**src/sv/cppm_pkg.sv**
```systemverilog
package cppm_pkg;

	localparam int TIMER_BITS = 16;
	localparam int EDGE_W     = 16;
	localparam int WIDTH_W    = 16;
	localparam int CFG_W      = 16;
	localparam int CMP_W      = (TIMER_BITS > CFG_W) ? TIMER_BITS : CFG_W;
	localparam int SLOT_W     = 4;
	localparam int CHAN_W     = 3;

	typedef logic [TIMER_BITS-1:0] timer_t;
	typedef logic [CMP_W-1:0]      cmp_t;
	typedef logic [SLOT_W-1:0]     slot_t;
	typedef logic [CHAN_W-1:0]     chan_t;

	localparam logic [CFG_W-1:0] SYNC_RESET_TICKS = CFG_W'(3000);
	localparam slot_t SYNC_SLOT = SLOT_W'(0);
	localparam slot_t LAST_SLOT = SLOT_W'(8);
	localparam slot_t IDLE_SLOT = SLOT_W'(9);
	localparam slot_t LAST_PRIMARY_SLOT = SLOT_W'(4);

	// decoded result of one edge
	typedef struct packed {
		logic               emit;
		chan_t              channel_slot;
		logic [WIDTH_W-1:0] pulse_width;
		logic               primary_update;
	} slot_res_t;

	// slot 1..8 -> channel 3,1,2,4,5,6,7,8 (minus one)
	function automatic chan_t slot_to_channel(input slot_t slot);
		chan_t ch;
		case (slot)
			SLOT_W'(1): ch = CHAN_W'(2);
			SLOT_W'(2): ch = CHAN_W'(0);
			SLOT_W'(3): ch = CHAN_W'(1);
			SLOT_W'(4): ch = CHAN_W'(3);
			SLOT_W'(5): ch = CHAN_W'(4);
			SLOT_W'(6): ch = CHAN_W'(5);
			SLOT_W'(7): ch = CHAN_W'(6);
			SLOT_W'(8): ch = CHAN_W'(7);
			default:    ch = CHAN_W'(0);
		endcase
		return ch;
	endfunction

endpackage

```
**src/sv/cppm_frame_decoder.sv**
```systemverilog
// CPPM frame decoder: turns timestamped edges of a combined PPM stream into
// per-channel pulse widths.
// Edge channel: edge_valid / edge_stall carry edge_time, a sample of a
// free-running 16-bit timer. A request is taken on a clock edge with
// edge_valid high and edge_stall low.
// Result channel: result_valid / result_stall carry channel_slot,
// pulse_width and primary_update. Edges 1..8 after a sync gap each give one
// result (channels remapped 3,1,2,4,5,6,7,8); the sync edge and edges past
// the eighth give none.
// Config channel: cfg_valid / cfg_ready writes sync_gap_ticks (cfg_ready is
// always high). Write only while the block is idle.
// Path: a taken edge passes the input register, then the slot logic, then
// the result register, from which it is shown as a valid result.
// Throughput: one edge per clock while edge_stall is low; the gap subtract
// and threshold compare settle within a single stage.
// Reset (arst_n low): previous edge time 0, slot index 0, threshold 3000,
// both pipeline registers empty.
// Stall: while result_stall holds a pending result, an edge that would emit
// waits in the input register and edge_stall rises; edges that emit nothing
// still retire.
module cppm_frame_decoder (
	input  logic                           clk,
	input  logic                           arst_n,
	input  logic                           edge_valid,
	output logic                           edge_stall,
	input  logic [cppm_pkg::EDGE_W-1:0]    edge_time,
	input  logic                           cfg_valid,
	output logic                           cfg_ready,
	input  logic [cppm_pkg::CFG_W-1:0]     cfg_data,
	output logic                           result_valid,
	input  logic                           result_stall,
	output logic [cppm_pkg::CHAN_W-1:0]    channel_slot,
	output logic [cppm_pkg::WIDTH_W-1:0]   pulse_width,
	output logic                           primary_update
);
	import cppm_pkg::*;

	// input register
	logic              valid_s1;
	logic [EDGE_W-1:0] edge_time_s1;

	// threshold register
	logic [CFG_W-1:0]  sync_gap_q;

	slot_res_t res;
	logic      out_free;
	logic      advance;
	logic      accept;

	// the edge in s1 retires when it emits nothing or the result reg frees up
	assign advance    = valid_s1 && (!res.emit || out_free);
	assign edge_stall = valid_s1 && !advance;
	assign accept     = edge_valid && !edge_stall;
	assign cfg_ready  = 1'b1;

	always_ff @(posedge clk or negedge arst_n) begin
		if (!arst_n) begin
			valid_s1 <= 1'b0;
		end else if (accept) begin
			valid_s1 <= 1'b1;
		end else if (advance) begin
			valid_s1 <= 1'b0;
		end
	end

	always_ff @(posedge clk) begin
		if (accept) begin
			edge_time_s1 <= edge_time;
		end
	end

	always_ff @(posedge clk or negedge arst_n) begin
		if (!arst_n) begin
			sync_gap_q <= SYNC_RESET_TICKS;
		end else if (cfg_valid && cfg_ready) begin
			sync_gap_q <= cfg_data;
		end
	end

	cppm_slot_tracker u_slot (
		.clk      (clk),
		.arst_n   (arst_n),
		.advance  (advance),
		.now      (timer_t'(edge_time_s1)),
		.sync_gap (sync_gap_q),
		.res      (res)
	);

	cppm_result_reg u_result (
		.clk            (clk),
		.arst_n         (arst_n),
		.load           (advance),
		.res            (res),
		.result_stall   (result_stall),
		.result_valid   (result_valid),
		.out_free       (out_free),
		.channel_slot   (channel_slot),
		.pulse_width    (pulse_width),
		.primary_update (primary_update)
	);

	a_stall_only_full: assert property (@(posedge clk) disable iff (!arst_n)
		edge_stall |-> valid_s1 && result_valid && result_stall)
		else $error("input stalled without a blocked result");

	a_accept_fills: assert property (@(posedge clk) disable iff (!arst_n)
		accept |=> valid_s1)
		else $error("accepted edge lost");

	a_stall_holds: assert property (@(posedge clk) disable iff (!arst_n)
		edge_stall |=> valid_s1 && $stable(edge_time_s1))
		else $error("stalled edge changed");

endmodule

```
**src/sv/cppm_slot_tracker.sv**
```systemverilog
module cppm_slot_tracker (
	input  logic                     clk,
	input  logic                     arst_n,
	input  logic                     advance,
	input  cppm_pkg::timer_t         now,
	input  logic [cppm_pkg::CFG_W-1:0] sync_gap,
	output cppm_pkg::slot_res_t      res
);
	import cppm_pkg::*;

	timer_t last_edge_q;
	slot_t  slot_q;
	timer_t gap;
	logic   is_sync;
	slot_t  slot_eff;
	slot_t  slot_nxt;

	always_comb begin
		gap      = now - last_edge_q;
		is_sync  = cmp_t'(gap) > cmp_t'(sync_gap);
		slot_eff = is_sync ? SYNC_SLOT : slot_q;

		if (slot_eff == SYNC_SLOT) begin
			slot_nxt = SLOT_W'(1);
		end else if (slot_eff > LAST_SLOT) begin
			slot_nxt = IDLE_SLOT;
		end else begin
			slot_nxt = slot_eff + SLOT_W'(1);
		end

		res.emit           = (slot_eff != SYNC_SLOT) && (slot_eff <= LAST_SLOT);
		res.channel_slot   = slot_to_channel(slot_eff);
		res.pulse_width    = WIDTH_W'(gap);
		res.primary_update = (slot_eff <= LAST_PRIMARY_SLOT);
	end

	always_ff @(posedge clk or negedge arst_n) begin
		if (!arst_n) begin
			last_edge_q <= '0;
			slot_q      <= SYNC_SLOT;
		end else if (advance) begin
			last_edge_q <= now;
			slot_q      <= slot_nxt;
		end
	end

	a_slot_range: assert property (@(posedge clk) disable iff (!arst_n)
		slot_q <= IDLE_SLOT)
		else $error("slot index out of range");

	a_sync_restart: assert property (@(posedge clk) disable iff (!arst_n)
		advance && is_sync |=> slot_q == SLOT_W'(1))
		else $error("sync gap did not restart frame");

	a_primary_chan: assert property (@(posedge clk) disable iff (!arst_n)
		res.emit && res.primary_update |-> res.channel_slot <= CHAN_W'(3))
		else $error("primary flag on secondary channel");

endmodule

```
**src/sv/cppm_result_reg.sv**
```systemverilog
module cppm_result_reg (
	input  logic                           clk,
	input  logic                           arst_n,
	input  logic                           load,
	input  cppm_pkg::slot_res_t            res,
	input  logic                           result_stall,
	output logic                           result_valid,
	output logic                           out_free,
	output logic [cppm_pkg::CHAN_W-1:0]    channel_slot,
	output logic [cppm_pkg::WIDTH_W-1:0]   pulse_width,
	output logic                           primary_update
);
	import cppm_pkg::*;

	logic               valid_q;
	chan_t              chan_q;
	logic [WIDTH_W-1:0] width_q;
	logic               prim_q;
	logic               take;

	assign out_free = !valid_q || !result_stall;
	assign take     = load && res.emit && out_free;

	always_ff @(posedge clk or negedge arst_n) begin
		if (!arst_n) begin
			valid_q <= 1'b0;
		end else if (out_free) begin
			valid_q <= load && res.emit;
		end
	end

	always_ff @(posedge clk) begin
		if (take) begin
			chan_q  <= res.channel_slot;
			width_q <= res.pulse_width;
			prim_q  <= res.primary_update;
		end
	end

	assign result_valid   = valid_q;
	assign channel_slot   = chan_q;
	assign pulse_width    = width_q;
	assign primary_update = prim_q;

	a_no_drop: assert property (@(posedge clk) disable iff (!arst_n)
		load && res.emit |-> out_free)
		else $error("emitting request retired into a full result register");

	a_hold: assert property (@(posedge clk) disable iff (!arst_n)
		valid_q && result_stall |=> valid_q && $stable(width_q) && $stable(chan_q))
		else $error("stalled result changed");

	a_load_shows: assert property (@(posedge clk) disable iff (!arst_n)
		take |=> valid_q)
		else $error("loaded result not presented");

endmodule
```
**config.mk**
```make
export PLATFORM = sky130hd
export DESIGN_NAME = cppm_frame_decoder
export DESIGN_NICKNAME = d
export VERILOG_FILES = /design/src/sv/cppm_pkg.sv /design/src/sv/cppm_frame_decoder.sv /design/src/sv/cppm_slot_tracker.sv /design/src/sv/cppm_result_reg.sv
export SDC_FILE = /design/constraint.sdc
export NUM_CORES = 1
export LEC_CHECK = 0
export BUFFER_PORTS_ARGS = -buffer_cell sky130_fd_sc_hd__buf_2
export CAP_MARGIN = 20
export CORE_MARGIN = 10
export CORE_UTILIZATION = 61
export DETAILED_ROUTE_END_ITERATION = 16
export PLACE_DENSITY_LB_ADDON = 0.25
export SETUP_SLACK_MARGIN = 0.05
export SLEW_MARGIN = 5
export SYNTH_ARGS = -nofsm -noshare
export SYNTH_HDL_FRONTEND = slang
export SYNTH_SLANG_ARGS = --single-unit
export TNS_END_PERCENT = 1
```
**constraint.sdc**
```tcl
create_clock -name clk -period 15.4 [get_ports clk]
set_input_delay 3.08 -clock clk [delete_from_list [all_inputs] [get_ports clk]]
set_output_delay 3.08 -clock clk [all_outputs]
set_load 0.01 [all_outputs]
```
==> qor.yml <==
outcome:
  status: "finished clean"
clock_network:
  cts-root-buf: "clkbuf_8"
  htreeDepth: 3
  clk_latency_ns: 0.34
  clockBufferDepth: 2
  hold_buffers: 0
  cts_tree: "yes"
  postCtsSetupBuffers: 0
  clk_pin_slew_ns: 0.08
  ctsResizeCount: 0
  cts_made_buffers: 9
  clock-sinks: 74
timing:
  rsz0062_at_grt: "false"
  fmax_mhz: 118
  drv_slew: 0
  slew_headroom_pct: 41.4
  period_share_pct: 55.2
  setup_violations: 0
  fin_setup_tns_ns: 0
  worstMarginPinSlew_ns: 0.879
  layout_min_cycle_time_ns: 8.51
  finalHoldViolations: 0
  finalClockSkew_ns: 0.0115
placement:
  postPlaceCellArea_um2: 4220
  place_hpwl_um: 5830
  routabilityCongestion: 0.854
  io_buffers: 58
power_and_ir_drop:
  cellPowerDensity_nw_per_um2: 247
  peakVddDrop_mv: 0.118
  p_leak_nw: 2.02
drt:
  drc: 0
  dr.pass1.iters: 4
  vias_per_cell: 5.59
  ant_nets: 0
  drt_first_iter_violations: 101
  vias: 2663
  wirelength_um: 7890
  wire_per_inst_um: 16.6
final_layout:
  multi_input_area_um2: 1640
  fillers: 430
  stdcell_area_um2: 4430
  drive_gt1_share_pct: 25.7
  fin_nets: 469
  final_common_cell: "buf_2"
  final_cell_mix: "buf_2, inv_1, edfxtp_1"
  n_antenna_cell: 0
  syn_to_final_growth_pct: 14.3
  register_area_um2: 2040
critical_path:
  end_kind: "output pin"
  critical_path_class: "flop to output pin"
  cp_max_fo: 11
  critical_path.startpoint_type: "flop"
  crit_arrival_ns: 5.43
  critical_path_required_ns: 12.32
floorplan:
  rows: 28
  core_area_um2: 6060
  num_io_pins: 60
  initial_core_util_pct: 64.0
  die_h_um: 99.7
  dieArea_um2: 9940
  fp.dieW_um: 99.7
global_route:
  gr-total-overflow: 0
  first_global_vias: 2778
  grt_pass1_wl_um: 13100
  grt.total_usage_pct: 16.1
  grt_max_degree: 39
  grt_antenna_before_repair: 0
logic_synthesis:
  synth_top_area_share_pct: 27.9
  ys.flop_type: "edfxtp_1"
  async_reset_ff_share_pct: 51.4
  ys_types: 50
  seq_area_frac_synth_pct: 52.6
  avgSynthCellArea_um2: 11.6
  yosysTopAreaCell: "edfxtp_1"
  synth_warnings: 0
  synth_edf_count: 36
  synth_area_leaders: "edfxtp_1, dfrtp_1, ha_1"
  synth_nets: 406
  synthCells: 333
  syn_area_um2: 3880
  synth-seq-cells: 74
job:
  drv_cap: 0
worst_hold_path:
  hold_class: "flop to flop"
==> synth_stat cells (all sizes together) (3+ instances only) <==
cell    count
inv        39
edfxtp     36
ha         35
dfrtp      31
o21ai      28
nand2      25
a21oi      17
mux2       16
nor2       12
xnor2      10
dfstp       7
nand4       7
o21a        7
clkbuf      5
and2        4
nor2b       4
o31a        4
a21boi      3
a21o        3
mux2i       3
==> flip-flops by register name, indices dropped and copies added (netlist names) <==
register,count
edge_time_s1,16
sync_gap_q,16
u_result.channel_slot,3
u_result.primary_update,1
u_result.pulse_width,16
u_result.result_valid,1
u_slot.last_edge_q,16
u_slot.slot_q,4
valid_s1,1
==> critical path, stage by stage (launching register included) <==
cell and delay (ns):
edfxtp_1 0.35, inv_1 0.05, ha_1 0.23, fa_1 0.42, nor2b_1 0.16, o31a_1 0.20
o311a_1 0.23, o2111ai_1 0.14, and3b_1 0.22, o31a_1 0.29, xnor2_1 0.14, ha_1 0.30
nand4_1 0.18, a2111o_1 0.35, a31o_2 0.33, and2_1 0.20, inv_1 0.11, ha_1 0.25
nand2_1 0.11, o21ai_0 0.22, a22o_4 0.20, nand2_1 0.13, nor2_1 0.11, buf_2 0.13
==> cell families after synthesis <==
family / Yosys count / synth area share [%]
xor gates and xnor gates: 12 / 2.71
adders and majority gates: 36 / 11.8
AOI/OAI and AO/OA: 81 / 13.8
muxes: 19 / 6.10
other: 1 / 0.0967
DFF: 74 / 52.6
and+or+nand+nor: 64 / 7.91
buffers and inverters: 46 / 4.97
==> per-layer routing <==
layer,track usage [%],vias to the layer above,part of all wire [%]
li1,-,1312,-
met1,20.1,1261,46
met2,26.1,75,46
met3,4.08,15,5.8
met4,6.28,0,2.1
met5,0,-,0
==> power by group <==
part | internal, W | switching, W
Clock | 0.0000904 | 0.0000706
Sequential | 0.000308 | 0.0000293
Combinational | 0.000251 | 0.000343
Total | 0.000650 | 0.000443
==> worst paths after layout <==
kind | cells past startpoint | slack, ns | start | to
worst max-delay path | 23 | 6.89 | edge_time_s1[0] | edge_stall
worst min-delay path | 1 | 0.51 | u_slot.last_edge_q[6] | u_slot.last_edge_q[6]
worst max register to register | 22 | 9.52 | edge_time_s1[0] | edge_time_s1[8]
worst min register to register | 1 | 0.51 | u_slot.last_edge_q[6] | u_slot.last_edge_q[6]
max in group asynchronous | 1 | 11.99 | arst_n | u_slot.last_edge_q[8]
min in group asynchronous | 1 | 2.85 | arst_n | sync_gap_q[2]
==> through the flow <==
stage | instances | setup WS (ns) | hold WS [ns] | power, W | utilization [%]
global placement | 460 | 7.60 | 0.489 | 0.000896 | 69.7
global route | 476 | 6.57 | 0.526 | 0.00118 | 73.1
floorplan | 333 | 7.73 | 0.480 | 0.000779 | -
finish | 476 | 6.89 | 0.514 | 0.00109 | 73.1
detailed placement | 460 | 7.37 | 0.493 | 0.000926 | 69.7
CTS | 476 | 6.96 | 0.514 | 0.00109 | 73.1
==> layout make-up <==
class | count | area share (%)
sequential | 74 | 46.0
clock inverter | 6 | 1.86
tap | 75 | 2.12
inverter | 39 | 3.30
clock buffer | 10 | 2.88
multi-input combinational | 213 | 37.1
timing repair buffer | 59 | 6.72
Note: power is estimated with default switching activity, not from simulation.
